==> config.mk <==
export PLATFORM = sky130hd
export DESIGN_NAME = gap_fill_linear_interp_unit_flat
export DESIGN_NICKNAME = d
export VERILOG_FILES = /design/src/rtl/gfli_pkg.sv /design/src/rtl/gfli_if.sv /design/src/rtl/gfli_front.sv /design/src/rtl/gfli_queue.sv /design/src/rtl/gfli_div.sv /design/src/rtl/gfli_back.sv /design/src/rtl/gap_fill_linear_interp_unit.sv /design/src/flat_wrapper.sv
export SDC_FILE = /design/constraint.sdc
export NUM_CORES = 1
export LEC_CHECK = 0
export ABC_AREA = 1
export BUFFER_PORTS_ARGS = -buffer_cell sky130_fd_sc_hd__buf_4
export CAP_MARGIN = 30
export CORE_MARGIN = 2
export CORE_UTILIZATION = 35
export DETAILED_ROUTE_END_ITERATION = 7
export MAX_ROUTING_LAYER = met4
export PLACE_DENSITY = 0.57
export SETUP_SLACK_MARGIN = 0.5
export SKIP_LAST_GASP = 1
export SLEW_MARGIN = 5
export SYNTH_ARGS = -nofsm -noshare
export SYNTH_HDL_FRONTEND = slang
export SYNTH_SLANG_ARGS = --single-unit
==> constraint.sdc <==
create_clock -name clock -period 6.6 [get_ports clock]
set_input_delay 0 -clock clock [delete_from_list [all_inputs] [get_ports clock]]
set_output_delay 0 -clock clock [all_outputs]
set_load 0.01 [all_outputs]
==> src/rtl/gfli_pkg.sv <==
package gfli_pkg;

   // sample and result widths
   localparam int SAMPLE_WIDTH = 32;
   localparam int MAX_GAP      = 63;
   localparam int CNT_WIDTH    = 6;
   localparam int FILL_WIDTH   = 7;
   localparam int DEN_WIDTH    = 7;
   localparam int REM_WIDTH    = 6;

   // iterative divider: bits retired per cycle
   localparam int DIV_STEPS     = 4;
   localparam int DIV_CYCLES    = SAMPLE_WIDTH / DIV_STEPS;
   localparam int DIV_CNT_WIDTH = $clog2(DIV_CYCLES);

   // job queue between front and back
   localparam int QUEUE_DEPTH = 2;
   localparam int QPTR_WIDTH  = $clog2(QUEUE_DEPTH);

   typedef logic [SAMPLE_WIDTH-1:0] sample_type;
   typedef logic [1:0]              kind_type;

   // result kinds
   localparam kind_type KIND_ORIG   = 2'd0;
   localparam kind_type KIND_EDGE   = 2'd1;
   localparam kind_type KIND_INTERP = 2'd2;
   localparam kind_type KIND_MISS   = 2'd3;

   // one unit of work for the back end: a fill run and an optional closing sample
   typedef struct packed {
      logic [FILL_WIDTH-1:0] fill_cnt;
      kind_type              fill_kind;
      logic                  fill_ovf;
      sample_type            fill_val;
      logic                  tail;
      sample_type            tail_val;
      logic                  seg_end;
   } job_type;

   // queue status seen by the front and back
   typedef struct packed {
      logic full;
      logic empty;
   } queue_status_type;

endpackage

==> src/rtl/gfli_if.sv <==
interface gfli_req_if;
   import gfli_pkg::*;

   logic       valid;
   logic       ready;
   sample_type sample;
   logic       missing;
   logic       seg_end;

   modport source (output valid, sample, missing, seg_end, input ready);
   modport sink (input valid, sample, missing, seg_end, output ready);
endinterface

interface gfli_rsp_if;
   import gfli_pkg::*;

   logic       valid;
   logic       ready;
   sample_type value;
   kind_type   kind;
   logic       overflow;
   logic       seg_last;
   logic       run_last;

   modport source (output valid, value, kind, overflow, seg_last, run_last, input ready);
   modport sink (input valid, value, kind, overflow, seg_last, run_last, output ready);
endinterface

==> src/rtl/gfli_front.sv <==
module gfli_front (
   input  logic                       clock,
   input  logic                       reset,
   gfli_req_if.sink                   req_if,
   input  gfli_pkg::queue_status_type q_status,
   output logic                       push,
   output gfli_pkg::job_type          push_job
);
   import gfli_pkg::*;

   sample_type             prev_ff, prev_in;
   logic                   have_ff, have_in;
   logic [CNT_WIDTH-1:0]   pend_ff, pend_in;
   logic                   over_ff, over_in;
   logic                   accept;
   logic                   emit;
   job_type                job;

   // a request is taken whenever the queue has room
   assign req_if.ready = !q_status.full;
   assign accept       = req_if.valid & req_if.ready;

   // classify the request and work out the next segment state
   always_comb begin
      emit          = 1'b0;
      job.fill_cnt  = '0;
      job.fill_kind = KIND_MISS;
      job.fill_ovf  = 1'b0;
      job.fill_val  = prev_ff;
      job.tail      = 1'b0;
      job.tail_val  = req_if.sample;
      job.seg_end   = req_if.seg_end;
      prev_in       = prev_ff;
      have_in       = have_ff;
      pend_in       = pend_ff;
      over_in       = over_ff;

      if (req_if.missing) begin
         if (over_ff) begin
            // run already overflowed: release each one at once
            emit          = 1'b1;
            job.fill_cnt  = FILL_WIDTH'(1);
            job.fill_ovf  = 1'b1;
         end else if (pend_ff < CNT_WIDTH'(MAX_GAP) && !req_if.seg_end) begin
            // hold the gap, just count it
            pend_in = pend_ff + 1'b1;
         end else if (pend_ff >= CNT_WIDTH'(MAX_GAP)) begin
            // run exceeds the gap limit: dump it unfilled
            emit          = 1'b1;
            job.fill_cnt  = {1'b0, pend_ff} + 1'b1;
            job.fill_ovf  = 1'b1;
            pend_in       = '0;
            over_in       = !req_if.seg_end;
         end else begin
            // segment end: copy last valid sample, else missing
            emit          = 1'b1;
            job.fill_cnt  = {1'b0, pend_ff} + 1'b1;
            job.fill_kind = have_ff ? KIND_EDGE : KIND_MISS;
            pend_in       = '0;
         end
      end else begin
         // valid sample closes any pending run
         emit          = 1'b1;
         job.fill_cnt  = {1'b0, pend_ff};
         job.fill_kind = have_ff ? KIND_INTERP : KIND_EDGE;
         job.fill_val  = have_ff ? prev_ff : req_if.sample;
         job.tail      = 1'b1;
         prev_in       = req_if.sample;
         have_in       = 1'b1;
         pend_in       = '0;
         over_in       = 1'b0;
      end

      if (req_if.seg_end) begin
         prev_in = '0;
         have_in = 1'b0;
         pend_in = '0;
         over_in = 1'b0;
      end
   end

   assign push     = accept & emit;
   assign push_job = job;

   // segment state
   always_ff @(posedge clock) begin
      if (reset) begin
         prev_ff <= '0;
         have_ff <= 1'b0;
         pend_ff <= '0;
         over_ff <= 1'b0;
      end else if (accept) begin
         prev_ff <= prev_in;
         have_ff <= have_in;
         pend_ff <= pend_in;
         over_ff <= over_in;
      end
   end

endmodule

==> src/rtl/gfli_queue.sv <==
module gfli_queue (
   input  logic                       clock,
   input  logic                       reset,
   input  logic                       push,
   input  gfli_pkg::job_type          push_job,
   input  logic                       pop,
   output gfli_pkg::job_type          head,
   output gfli_pkg::queue_status_type q_status
);
   import gfli_pkg::*;

   job_type                 slot_ff [QUEUE_DEPTH];
   logic [QPTR_WIDTH-1:0]   wr_ptr_ff, wr_ptr_in;
   logic [QPTR_WIDTH-1:0]   rd_ptr_ff, rd_ptr_in;
   logic [QPTR_WIDTH:0]     count_ff, count_in;

   assign q_status.full  = count_ff == (QPTR_WIDTH+1)'(QUEUE_DEPTH);
   assign q_status.empty = count_ff == '0;
   assign head           = slot_ff[rd_ptr_ff];

   // pointer and fill level
   always_comb begin
      wr_ptr_in = push ? wr_ptr_ff + 1'b1 : wr_ptr_ff;
      rd_ptr_in = pop ? rd_ptr_ff + 1'b1 : rd_ptr_ff;
      count_in  = count_ff;
      if (push && !pop) begin
         count_in = count_ff + 1'b1;
      end else if (pop && !push) begin
         count_in = count_ff - 1'b1;
      end
   end

   always_ff @(posedge clock) begin
      if (reset) begin
         wr_ptr_ff <= '0;
         rd_ptr_ff <= '0;
         count_ff  <= '0;
      end else begin
         wr_ptr_ff <= wr_ptr_in;
         rd_ptr_ff <= rd_ptr_in;
         count_ff  <= count_in;
      end
   end

   // job storage
   always_ff @(posedge clock) begin
      if (push) begin
         slot_ff[wr_ptr_ff] <= push_job;
      end
   end

endmodule

==> src/rtl/gfli_div.sv <==
module gfli_div (
   input  logic                           clock,
   input  logic                           reset,
   input  logic                           start,
   input  gfli_pkg::sample_type           dividend,
   input  logic [gfli_pkg::DEN_WIDTH-1:0] divisor,
   output logic                           done,
   output gfli_pkg::sample_type           quot,
   output logic [gfli_pkg::REM_WIDTH-1:0] rem
);
   import gfli_pkg::*;

   sample_type                quo_ff, quo_in;
   logic [DEN_WIDTH-1:0]      part_ff, part_in;
   logic [DEN_WIDTH-1:0]      den_ff;
   logic [DIV_CNT_WIDTH-1:0]  step_ff;
   logic                      busy_ff;
   logic                      done_ff;
   logic                      last_step;

   assign last_step = step_ff == DIV_CNT_WIDTH'(DIV_CYCLES - 1);

   // restoring division, a few quotient bits per cycle
   always_comb begin
      logic [DEN_WIDTH:0] trial;
      quo_in  = quo_ff;
      part_in = part_ff;
      for (int i = 0; i < DIV_STEPS; i++) begin
         trial  = {part_in, quo_in[SAMPLE_WIDTH-1]};
         quo_in = {quo_in[SAMPLE_WIDTH-2:0], 1'b0};
         if (trial >= {1'b0, den_ff}) begin
            trial     = trial - {1'b0, den_ff};
            quo_in[0] = 1'b1;
         end
         part_in = trial[DEN_WIDTH-1:0];
      end
   end

   // control
   always_ff @(posedge clock) begin
      if (reset) begin
         busy_ff <= 1'b0;
         done_ff <= 1'b0;
         step_ff <= '0;
      end else begin
         done_ff <= busy_ff & last_step;
         if (start) begin
            busy_ff <= 1'b1;
            step_ff <= '0;
         end else if (busy_ff) begin
            step_ff <= step_ff + 1'b1;
            if (last_step) begin
               busy_ff <= 1'b0;
            end
         end
      end
   end

   // datapath
   always_ff @(posedge clock) begin
      if (start) begin
         quo_ff  <= dividend;
         part_ff <= '0;
         den_ff  <= divisor;
      end else if (busy_ff) begin
         quo_ff  <= quo_in;
         part_ff <= part_in;
      end
   end

   assign done = done_ff;
   assign quot = quo_ff;
   assign rem  = part_ff[REM_WIDTH-1:0];

endmodule

==> src/rtl/gfli_back.sv <==
module gfli_back (
   input  logic                       clock,
   input  logic                       reset,
   input  gfli_pkg::job_type          head,
   input  gfli_pkg::queue_status_type q_status,
   output logic                       pop,
   gfli_rsp_if.source                 rsp_if
);
   import gfli_pkg::*;

   localparam logic [1:0] ST_IDLE = 2'd0;
   localparam logic [1:0] ST_DIV  = 2'd1;
   localparam logic [1:0] ST_FILL = 2'd2;
   localparam logic [1:0] ST_TAIL = 2'd3;

   logic [1:0]             state_ff, state_in;
   job_type                job_ff;
   logic [FILL_WIDTH-1:0]  cnt_ff, cnt_in;
   sample_type             val_ff, val_in;
   sample_type             a_ff;
   logic [REM_WIDTH-1:0]   r_ff;
   logic [REM_WIDTH-1:0]   racc_ff, racc_in;
   logic                   up_ff;

   logic                   rsp_valid_ff, rsp_valid_in;
   sample_type             rsp_value_ff;
   kind_type               rsp_kind_ff;
   logic                   rsp_ovf_ff;
   logic                   rsp_seg_last_ff;
   logic                   rsp_run_last_ff;

   logic                   out_free;
   logic                   emit;
   sample_type             emit_value;
   kind_type               emit_kind;
   logic                   emit_ovf;
   logic                   emit_seg_last;
   logic                   emit_run_last;

   logic                   head_up;
   sample_type             head_mag;
   logic                   div_start;
   logic                   div_done;
   sample_type             div_quot;
   logic [REM_WIDTH-1:0]   div_rem;

   logic [DEN_WIDTH-1:0]   den;
   logic [REM_WIDTH:0]     rem_sum;
   logic                   carry;
   sample_type             step_val;
   logic                   last_fill;

   assign out_free = !rsp_valid_ff | rsp_if.ready;

   // gap magnitude and direction for the job at the queue head
   assign head_up   = $signed(head.tail_val) >= $signed(head.fill_val);
   assign head_mag  = head_up ? head.tail_val - head.fill_val : head.fill_val - head.tail_val;
   assign pop       = (state_ff == ST_IDLE) & !q_status.empty;
   assign div_start = pop & (head.fill_kind == KIND_INTERP) & (head.fill_cnt != '0);

   gfli_div u_div (
      .clock    (clock),
      .reset    (reset),
      .start    (div_start),
      .dividend (head_mag),
      .divisor  (DEN_WIDTH'(head.fill_cnt) + 1'b1),
      .done     (div_done),
      .quot     (div_quot),
      .rem      (div_rem)
   );

   // next interpolated value: step by the quotient plus one when the remainder wraps
   assign den      = DEN_WIDTH'(job_ff.fill_cnt) + 1'b1;
   assign rem_sum  = {1'b0, racc_ff} + {1'b0, r_ff};
   assign carry    = rem_sum >= den;
   assign step_val = up_ff ? val_ff + a_ff + SAMPLE_WIDTH'(carry)
                           : val_ff - a_ff - SAMPLE_WIDTH'(carry);
   assign last_fill = cnt_ff == FILL_WIDTH'(1);

   // result selection
   always_comb begin
      emit          = 1'b0;
      emit_value    = job_ff.tail_val;
      emit_kind     = KIND_ORIG;
      emit_ovf      = 1'b0;
      emit_run_last = 1'b1;
      emit_seg_last = job_ff.seg_end;
      case (state_ff)
         ST_FILL: begin
            emit          = out_free;
            emit_kind     = job_ff.fill_kind;
            emit_ovf      = job_ff.fill_ovf;
            emit_run_last = last_fill & !job_ff.tail;
            emit_seg_last = last_fill & !job_ff.tail & job_ff.seg_end;
            case (job_ff.fill_kind)
               KIND_INTERP: emit_value = step_val;
               KIND_MISS:   emit_value = '0;
               default:     emit_value = job_ff.fill_val;
            endcase
         end
         ST_TAIL: begin
            emit = out_free;
         end
         default: begin
            emit = 1'b0;
         end
      endcase
   end

   // sequencer
   always_comb begin
      state_in = state_ff;
      cnt_in   = cnt_ff;
      val_in   = val_ff;
      racc_in  = racc_ff;
      case (state_ff)
         ST_IDLE: begin
            if (pop) begin
               cnt_in  = head.fill_cnt;
               val_in  = head.fill_val;
               racc_in = '0;
               if (div_start) begin
                  state_in = ST_DIV;
               end else if (head.fill_cnt != '0) begin
                  state_in = ST_FILL;
               end else begin
                  state_in = ST_TAIL;
               end
            end
         end
         ST_DIV: begin
            if (div_done) begin
               state_in = ST_FILL;
            end
         end
         ST_FILL: begin
            if (emit) begin
               cnt_in  = cnt_ff - 1'b1;
               val_in  = step_val;
               racc_in = carry ? REM_WIDTH'(rem_sum - (REM_WIDTH+1)'(den))
                               : rem_sum[REM_WIDTH-1:0];
               if (last_fill) begin
                  state_in = job_ff.tail ? ST_TAIL : ST_IDLE;
               end
            end
         end
         ST_TAIL: begin
            if (emit) begin
               state_in = ST_IDLE;
            end
         end
         default: begin
            state_in = ST_IDLE;
         end
      endcase
   end

   always_ff @(posedge clock) begin
      if (reset) begin
         state_ff <= ST_IDLE;
      end else begin
         state_ff <= state_in;
      end
   end

   // job context and interpolation accumulators
   always_ff @(posedge clock) begin
      cnt_ff  <= cnt_in;
      val_ff  <= val_in;
      racc_ff <= racc_in;
      if (pop) begin
         job_ff <= head;
         up_ff  <= head_up;
      end
      if (div_done) begin
         a_ff <= div_quot;
         r_ff <= div_rem;
      end
   end

   // response output register
   assign rsp_valid_in = emit | (rsp_valid_ff & !rsp_if.ready);

   always_ff @(posedge clock) begin
      if (reset) begin
         rsp_valid_ff <= 1'b0;
      end else begin
         rsp_valid_ff <= rsp_valid_in;
      end
   end

   always_ff @(posedge clock) begin
      if (emit) begin
         rsp_value_ff    <= emit_value;
         rsp_kind_ff     <= emit_kind;
         rsp_ovf_ff      <= emit_ovf;
         rsp_seg_last_ff <= emit_seg_last;
         rsp_run_last_ff <= emit_run_last;
      end
   end

   assign rsp_if.valid    = rsp_valid_ff;
   assign rsp_if.value    = rsp_value_ff;
   assign rsp_if.kind     = rsp_kind_ff;
   assign rsp_if.overflow = rsp_ovf_ff;
   assign rsp_if.seg_last = rsp_seg_last_ff;
   assign rsp_if.run_last = rsp_run_last_ff;

endmodule

==> src/rtl/gap_fill_linear_interp_unit.sv <==
// Gap filler for one stream of 32-bit signed samples.
// Request channel (req_if): sample, missing mark and segment-end mark.
// Response channel (rsp_if): value, kind (original, edge copy, interpolated,
// left missing), overflow, seg_last and run_last; run_last marks the final
// response caused by one request, and a missing request inside a short gap
// causes none until the gap closes.
// A valid sample with no open gap is stored in a queue slot, picked up by
// the sequencer into its tail state and then held in the output register;
// the sequencer finishes one job before it picks up the next.
// A gap closed by a valid sample is held as a count while its requests are
// taken, then its job is picked up, the gap divider runs (4 quotient bits
// per cycle over 32 bits), the filled responses go out and the closing
// sample follows. Edge copies and runs released unfilled skip the divider.
// A two-entry job queue sits between the request side and the response
// sequencer, so requests keep being taken while responses stall.
// Reset (synchronous) clears the segment state, the queue and the output
// register. When the receiver holds ready low, the response holds steady,
// the sequencer waits, and requests stop once the queue is full.
module gap_fill_linear_interp_unit (
   input  logic       clock,
   input  logic       reset,
   gfli_req_if.sink   req_if,
   gfli_rsp_if.source rsp_if
);
   import gfli_pkg::*;

   logic             push;
   job_type          push_job;
   logic             pop;
   job_type          head;
   queue_status_type q_status;

   // classify requests and track the segment
   gfli_front u_front (
      .clock    (clock),
      .reset    (reset),
      .req_if   (req_if),
      .q_status (q_status),
      .push     (push),
      .push_job (push_job)
   );

   // decoupling queue
   gfli_queue u_queue (
      .clock    (clock),
      .reset    (reset),
      .push     (push),
      .push_job (push_job),
      .pop      (pop),
      .head     (head),
      .q_status (q_status)
   );

   // expand jobs into responses
   gfli_back u_back (
      .clock    (clock),
      .reset    (reset),
      .head     (head),
      .q_status (q_status),
      .pop      (pop),
      .rsp_if   (rsp_if)
   );

endmodule

==> src/flat_wrapper.sv <==
// flat-port wrapper written by rule: the top's interface ports become plain ports
module gap_fill_linear_interp_unit_flat import gfli_pkg::*;
  (clock, reset, req_if_valid, req_if_sample, req_if_missing, req_if_seg_end, req_if_ready, rsp_if_valid, rsp_if_value, rsp_if_kind, rsp_if_overflow, rsp_if_seg_last, rsp_if_run_last, rsp_if_ready);
  gfli_req_if req_if_i ();
  gfli_rsp_if rsp_if_i ();
  input  logic clock;
  input  logic reset;
  input wire logic [$bits(req_if_i.valid)-1:0] req_if_valid;
  input wire logic [$bits(req_if_i.sample)-1:0] req_if_sample;
  input wire logic [$bits(req_if_i.missing)-1:0] req_if_missing;
  input wire logic [$bits(req_if_i.seg_end)-1:0] req_if_seg_end;
  output wire logic [$bits(req_if_i.ready)-1:0] req_if_ready;
  output wire logic [$bits(rsp_if_i.valid)-1:0] rsp_if_valid;
  output wire logic [$bits(rsp_if_i.value)-1:0] rsp_if_value;
  output wire logic [$bits(rsp_if_i.kind)-1:0] rsp_if_kind;
  output wire logic [$bits(rsp_if_i.overflow)-1:0] rsp_if_overflow;
  output wire logic [$bits(rsp_if_i.seg_last)-1:0] rsp_if_seg_last;
  output wire logic [$bits(rsp_if_i.run_last)-1:0] rsp_if_run_last;
  input wire logic [$bits(rsp_if_i.ready)-1:0] rsp_if_ready;
  assign req_if_i.valid = req_if_valid;
  assign req_if_i.sample = req_if_sample;
  assign req_if_i.missing = req_if_missing;
  assign req_if_i.seg_end = req_if_seg_end;
  assign req_if_ready = req_if_i.ready;
  assign rsp_if_valid = rsp_if_i.valid;
  assign rsp_if_value = rsp_if_i.value;
  assign rsp_if_kind = rsp_if_i.kind;
  assign rsp_if_overflow = rsp_if_i.overflow;
  assign rsp_if_seg_last = rsp_if_i.seg_last;
  assign rsp_if_run_last = rsp_if_i.run_last;
  assign rsp_if_i.ready = rsp_if_ready;
  gap_fill_linear_interp_unit u_core (.clock(clock), .reset(reset), .req_if(req_if_i), .rsp_if(rsp_if_i));
endmodule
==> results of run 1 <==
-- layout make-up --
type | instances | area, µm²
well taps | 1060 | 1326
multi-input cells | 2360 | 13820
repair buffers | 181 | 1440
flip-flops and latches | 448 | 12850
clock buffers | 69 | 1384
inverters | 461 | 1737
clock inverters | 24 | 269.0
fillers | 8246 | 47840
-- routing by layer --
metal,wire [µm],global-route usage,share of wire
met5,0,-,0
met4,2087,0.05667,0.023
met3,4623,0.01821,0.051
met2,40370,0.3405,0.45
met1,42910,0.3075,0.48
-- cell families after synthesis --
logic type | count (synthesis)
AO/OA/AOI/OAI | 719
XOR/XNOR | 114
adder cells (fa/ha/maj) | 215
buffers and inverters | 565
flip-flops | 448
AND/OR/NAND/NOR | 1312
-- cell usage in the layout, fill, tap and decap left out, types with 69 or more instances in the layout --
cell type  count
edfxtp_1     388
xor2_1        81
o21ai_0      328
nand2_1      687
nand3_1      185
inv_1        443
nor2_1       227
ha_1         190
buf_4        136
or2_2         69
a21oi_1      230
-- synth_stat cells (3+ instances only) --
library cell  instances
nand2_1             706
inv_1               449
edfxtp_1            388
o21ai_0             336
a21oi_1             236
nor2_1              234
ha_1                203
nand3_1             191
xor2_1               81
or2_2                69
dfxtp_1              60
clkbuf_1             58
nand4_1              33
xnor2_1              33
buf_2                30
o21bai_1             27
o211ai_1             20
a21o_1               19
nor3_1               18
nand3b_1             13
o21a_1               13
o21ai_1              13
a31oi_1              12
fa_1                 12
nand2_2              11
a21boi_0             10
o22ai_1              10
clkbuf_2              7
inv_2                 7
nor4_1                7
nor2_2                6
nand3_4               5
o21ai_2               5
a21oi_2               4
buf_4                 4
buf_6                 4
or2_1                 4
a21oi_4               3
clkinv_1              3
-- repair_timing --
| item | CTS | global route |
|---|---|---|
| gates resized for setup | 8 | 62 |
| endpoints found under the setup margin | 8 | 9 |
| buffers inserted | 1 | 15 |
| hold buffers | 37 | 0 |
| pin swaps | 2 | 25 |
| endpoints found under the hold margin | 197 | 0 |
-- path summary, 6_finish.rpt --
kind,start,end,depth (start not counted)
hold reg to reg,u_core.u_queue.rd_ptr_ff,flip-flop,1
setup reg to reg,u_core.u_back.u_div.quot[31],u_core.u_back.u_div.part_ff[3],45
setup / recovery,u_core.u_back.u_div.quot[31],u_core.u_back.u_div.part_ff[3],45
hold / removal,req_if_sample[26],u_core.u_queue.slot_ff[0][27],2
-- flip-flops by register name, indices dropped and copies added, names as in the netlist, 2 cells and up, named ones only --
| register | count |
|---|---|
| u_core.u_back.rsp_if.kind | 2 |
| u_core.u_front.pend_ff | 6 |
| u_core.u_back.a_ff | 32 |
| u_core.u_queue.slot_ff | 152 |
| u_core.u_queue.count_ff | 2 |
| u_core.u_back.u_div.quot | 32 |
| u_core.u_back.cnt_ff | 7 |
| u_core.u_back.r_ff | 6 |
| u_core.u_back.val_ff | 32 |
| u_core.u_back.state_ff | 2 |
| u_core.u_back.rsp_if.value | 32 |
| u_core.u_back.u_div.part_ff | 7 |
| u_core.u_back.u_div.step_ff | 3 |
| u_core.u_front.prev_ff | 32 |
| u_core.u_back.job_ff | 76 |
| u_core.u_back.u_div.den_ff | 7 |
| u_core.u_back.racc_ff | 6 |
-- stage by stage --
stage	utilization	instance area, µm²	worst slack, ns	instances
2_1_floorplan	-	28550	0.8428	3373
5_1_grt	0.4070	32830	0.3727	4603
3_5_place_dp	0.3768	30400	0.1444	4455
3_3_place_gp	0.3764	30370	0.1607	4449
6_report	0.4070	32830	0.7546	4603
4_1_cts	0.4021	32440	0.5062	4586
==> key figures, run 1 <==
Status
  • Status: finished clean

Synthesis
  • Complex-gate fraction of the synthesized area: 0.1391
  • Async SR Flop Fraction: 0
  • Largest family of logic cells by synthesized area: simple AND/OR/NAND/NOR gates
  • Post-Synth XOR/XNOR Area: 0.03497
  • Top cells by area, synth: edfxtp_1, nand2_1, ha_1
  • Post-synth top area share: 0.4081
  • Syn_area_per_cell: approximately 8.5 µm²
  • Yosys cell types: 60
  • Seq cells post-synth: 448
  • Simple-gate portion of the synthesized area: 0.2008
  • EDFF count, synth: slightly below 400
  • Top_reg_cell synth: edfxtp_1
  • Synth Area in Adders: 0.09737
  • Yosys top cell by area: edfxtp_1
  • Syn nets: approximately 3600
  • Synthesis Warnings: 0
  • Post-synthesis mux area share: 0
  • Register area share after synthesis: 0.4502
  • Post-Synthesis Cell Area: roughly 29000 µm²
  • Gate Count Post-Synth: around 3400

Detailed routing
  • Pre-antenna DRT Iters: 5
  • DRC violations left: 0
  • WL/cell: about 20 µm
  • Drt total wl: around 90000 µm
  • Initial DRC count: 1865
  • Routed vias/inst: between 5 and 6
  • Post-route ant nets: 0
  • Via Count: 23336

Clock tree
  • Worst-path clk slew: roughly 0.060 ns
  • Clock sink total: 448
  • CTS tree: built
  • CTS buffer count: 51
  • Clk buf depth: 3
  • CTS root buffer: clkbuf_16
  • H-tree depth: 2
  • Later-pin clock latency in the skew report: 0.63 ns

Timing
  • Unrepaired setup endpoints after global routing: no
  • Worst Max-Slew Pin Slew: 1.112 ns
  • Highest Clock Rate: approximately 0.17 GHz
  • Post-Route Skew: approximately 0.034 ns
  • Fin. Hold Viols: 0
  • Final period demand of the worst path: around 5.8 ns
  • Slew HR: 0.2508
  • Post-Route Setup TNS: 0 ns
  • Fin. max-slew vios: 0
  • Hold WS: 0.1194 ns
  • Endpoints failing setup: 0
  • Tcrit/Tclk final: 0.8857

Setup path
  • CP arrival: between 6 and 7 ns
  • CP startpoint kind: flip-flop
  • Largest delay share family, worst path: simple AND/OR/NAND/NOR gates
  • Internal reg-to-reg setup slack: roughly 0.75 ns
  • Crit Path Max Fanout: 7
  • Setup crit end kind: flip-flop
  • Crit-path slowest cell: fa_2
  • CP required: 7.10 ns
  • Crit-path max cell delay: 0.40 ns
  • CP most frequent cell: nand2_1
  • Setup CP Type: flip-flop to flip-flop
  • Crit path buffers/inverters: 10

Place
  • Buffers on Ports: 76
  • HPWL after detailed placement: 69990 µm
  • Global placer's final weighted congestion: ~0.97

Global routing
  • Largest net degree at the start of global routing: between 60 and 70
  • Vias in the first global route: roughly 22000
  • Global router's overall resource usage: 0.2188
  • First-pass GRT wire length: ~130000 µm
  • GRT overflow: 0
  • Initial antenna violation count: 2

Cells and area
  • Diode count: 0
  • Share of cells above drive strength 1: 0.1163
  • Synth-to-Final Area Change: 15.00%
  • Final-stage net count: 3756

Floorplan
  • Top Ports: 77
  • Row count: between 100 and 150
  • Core ar.: slightly above 80000 µm²
  • Die area: ~84000 µm²
  • Die H: between 200 and 300 µm
  • Die X: approximately 290 µm
  • Starting Density: 0.3539

Run
  • Max-cap violations: 0

Hold path
  • Type of the most critical hold path: input pin to flip-flop
Power of run 1 is not shown: default switching activity piles up to over one toggle a cycle in this logic, so the estimate is an artifact.
==> run 2, diff against run 1 <==
- SYNTH_HIERARCHICAL: default -> 1
==> run 2 against run 1 <==
  * Via count decreased by 1.6%
  * Critical path depth decreased by 3
  * Utilization decreased by 0.75 points
  * Synthesized cell count increased by 4.0%
  * First-iteration DRC count decreased by 3.4%
  * Sequential share of layout area decreased by 0.57 points
  * Register-to-register slack improved by 0.05 ns
  * Critical path type unchanged
==> key figures, run 2 <==
Floorplan
  • Die X: roughly 290 µm
  • Core ar.: 83420 µm²
  • Starting Density: 0.3526
  • Top Ports: between 70 and 80
  • Row count: around 110
  • Die H: 293.9 µm
  • Die area: approximately 86000 µm²

Cells and area
  • Largest register FFs: about 150
  • Biggest regs: u_core/u_queue/slot_ff: 152 flops, u_core/u_back/job_ff: 76 flops
  • Fillers: 8424
  • Top reg by flops: u_core/u_queue/slot_ff
  • Diode count: 0
  • Commonest non-fill, non-tap cell in the layout: nand2_1
  • Synth-to-Final Area Change: 13.27%
  • Final-stage net count: between 3000 and 4000
  • Storage cell area: between 10000 and 15000 µm²
  • Share of cells above drive strength 1: 0.1165
  • Multi-input gate area: 14090 µm²
  • Most frequent cells in the layout: nand2_1, inv_1, edfxtp_1, a21oi_1, nor2_1

Clock tree
  • CTS tree: built
  • Later-pin clock latency in the skew report: 0.58 ns
  • Worst-path clk slew: approximately 0.060 ns
  • Clk buf depth: 3
  • CTS root buffer: clkbuf_16
  • CTS buffer count: 47
  • Clock sink total: 448
  • H-tree depth: 2

Detailed routing
  • WL/cell: between 15 and 20 µm
  • DRC violations left: 0
  • Routed vias/inst: just under 5
  • Via Count: 22954
  • Pre-antenna DRT Iters: 6
  • Drt total wl: 82930 µm
  • Initial DRC count: roughly 1800
  • Post-route ant nets: 0

Setup path
  • CP startpoint kind: flip-flop
  • CP required: around 6.9 ns
  • CP most frequent cell: nand2_2
  • Crit-path slowest cell: edfxtp_1
  • CP arrival: approximately 6.1 ns
  • Setup crit end kind: flip-flop
  • Setup CP Type: flip-flop to flip-flop
  • Crit-path max cell delay: 0.43 ns
  • Crit Path Max Fanout: 8

Timing
  • Unrepaired setup endpoints after global routing: no
  • Endpoints failing setup: 0
  • Post-Route Setup TNS: 0 ns
  • Worst Max-Slew Pin Slew: about 0.84 ns
  • Final period demand of the worst path: 5.798 ns
  • Highest Clock Rate: 0.1725 GHz
  • Tcrit/Tclk final: 0.8786
  • Fin. max-slew vios: 0
  • Slew HR: 0.4423
  • Post-Route Skew: between 0.02 and 0.03 ns
  • Fin. Hold Viols: 0

Run
  • Max-cap violations: 0

Synthesis
  • Register area share after synthesis: 0.4369
  • Yosys cell types: 55
  • Gate Count Post-Synth: between 3000 and 4000
  • Top-count cell post-synth: nand2_1
  • Synth top cells by count: nand2_1, inv_1, edfxtp_1
  • EDFF count, synth: around 390
  • Yosys top cell by area: edfxtp_1
  • Seq cells post-synth: 448
  • Syn nets: between 3000 and 4000
  • Top cells by area, synth: edfxtp_1, nand2_1, ha_1
  • Syn_area_per_cell: ~8.4 µm²
  • Post-Synthesis Cell Area: ~30000 µm²
  • Post-synth top area share: 0.3961
  • Synthesis Warnings: 6
  • Top_reg_cell synth: edfxtp_1
  • Async SR Flop Fraction: 0

Hold path
  • Type of the most critical hold path: input pin to flip-flop

Place
  • Global placer's final weighted congestion: roughly 0.97
  • HPWL after detailed placement: 64450 µm
  • Buffers on Ports: 76

Global routing
  • Largest net degree at the start of global routing: around 130
  • First-pass GRT wire length: about 130000 µm
  • Vias in the first global route: around 22000
  • GRT overflow: 0
  • Initial antenna violation count: 2
  • Global router's overall resource usage: 0.1963

Status
  • Status: finished clean
[run 2: changes by cell type after synthesis, moves of 13 or more]
cell and delta:
nand2_1 +214, o21ai_0 -137, inv_1 +108, or2_2 -60, buf_4 +44, mux2_4 +40, mux2_2 +36, o22ai_1 +28
nor2_1 -22, clkbuf_1 -21, a21oi_1 -16, a21o_1 -13
[run 2: worst paths after layout]
path	start	endpoint	slack, ns	depth (start not counted)
worst max-delay path	u_core/u_back/u_div/quot[31]	u_core/u_back/u_div/quot[0]	0.80	42
worst min-delay path	req_if_sample[15]	u_core/u_queue/slot_ff[0][16]	0.17	2
worst max register to register	u_core/u_back/u_div/quot[31]	u_core/u_back/u_div/quot[0]	0.80	42
worst min register to register	u_core/u_back/u_div/quot[24]	u_core/u_back/a_ff[24]	0.45	0
[run 2: area by class of cell]
cell class,count,area share
Multi-Input combinational cell,2365,0.4227
Inverter,567,0.06402
Clock buffer,59,0.03785
Sequential cell,448,0.3859
Clock inverter,23,0.005332
Timing Repair Buffer,179,0.04367
Tap cell,1080,0.04055
[run 2: worst max-delay path: cells and delay by family (launching register included)]
kind,cells,cell delay (ns)
adder cells (fa/ha/maj),5,1.34
flip-flops,1,0.43
AO/OA/AOI/OAI,11,1.39
buffers and inverters,6,0.52
AND/OR/NAND/NOR,20,1.80
[run 2: cells by family (layout without fill, tap and decap cells)]
kind of cell	count (synthesis)	after routing	share of synthesized area
buffers and inverters	696	828	0.09837
multiplexers	76	76	0.03420
XOR/XNOR	108	108	0.03215
flip-flops	448	448	0.4369
AND/OR/NAND/NOR	1414	1415	0.2003
AO/OA/AOI/OAI	551	551	0.1036
adder cells (fa/ha/maj)	215	215	0.09451
[run 2: repair_timing]
action                                  in CTS  in global routing
buffers inserted                             2                 17
pin swaps                                    1                 31
gates cloned                                 0                  1
endpoints found under the hold margin      203                  0
endpoints found under the setup margin       8                 26
hold buffers                                38                  0
resized for setup                           13                 67
[run 2: per-layer routing]
metal | global-route usage | wire length, µm | vias to the layer above
li1 | - | - | 11647
met1 | 0.2760 | 40250 | 10650
met2 | 0.2988 | 36160 | 545
met3 | 0.02039 | 4026 | 112
met4 | 0.05774 | 2489 | 0
met5 | - | 0 | -
[run 2: through the flow]
stage	hold slack, ns	std cells	utilization	worst slack, ns	cell area, µm²
after CTS	0.1424	4703	0.3941	0.5191	32880
after global routing	0.1582	4721	0.3994	0.4559	33320
after detailed placement	0.2079	4581	0.3717	0.1149	31010
after global placement	0.2062	4581	0.3717	0.2196	31010
after floorplan	0.06907	3508	-	0.6438	29420
final	0.1727	4721	0.3994	0.8015	33320
Power of run 2 is left out for the same reason.
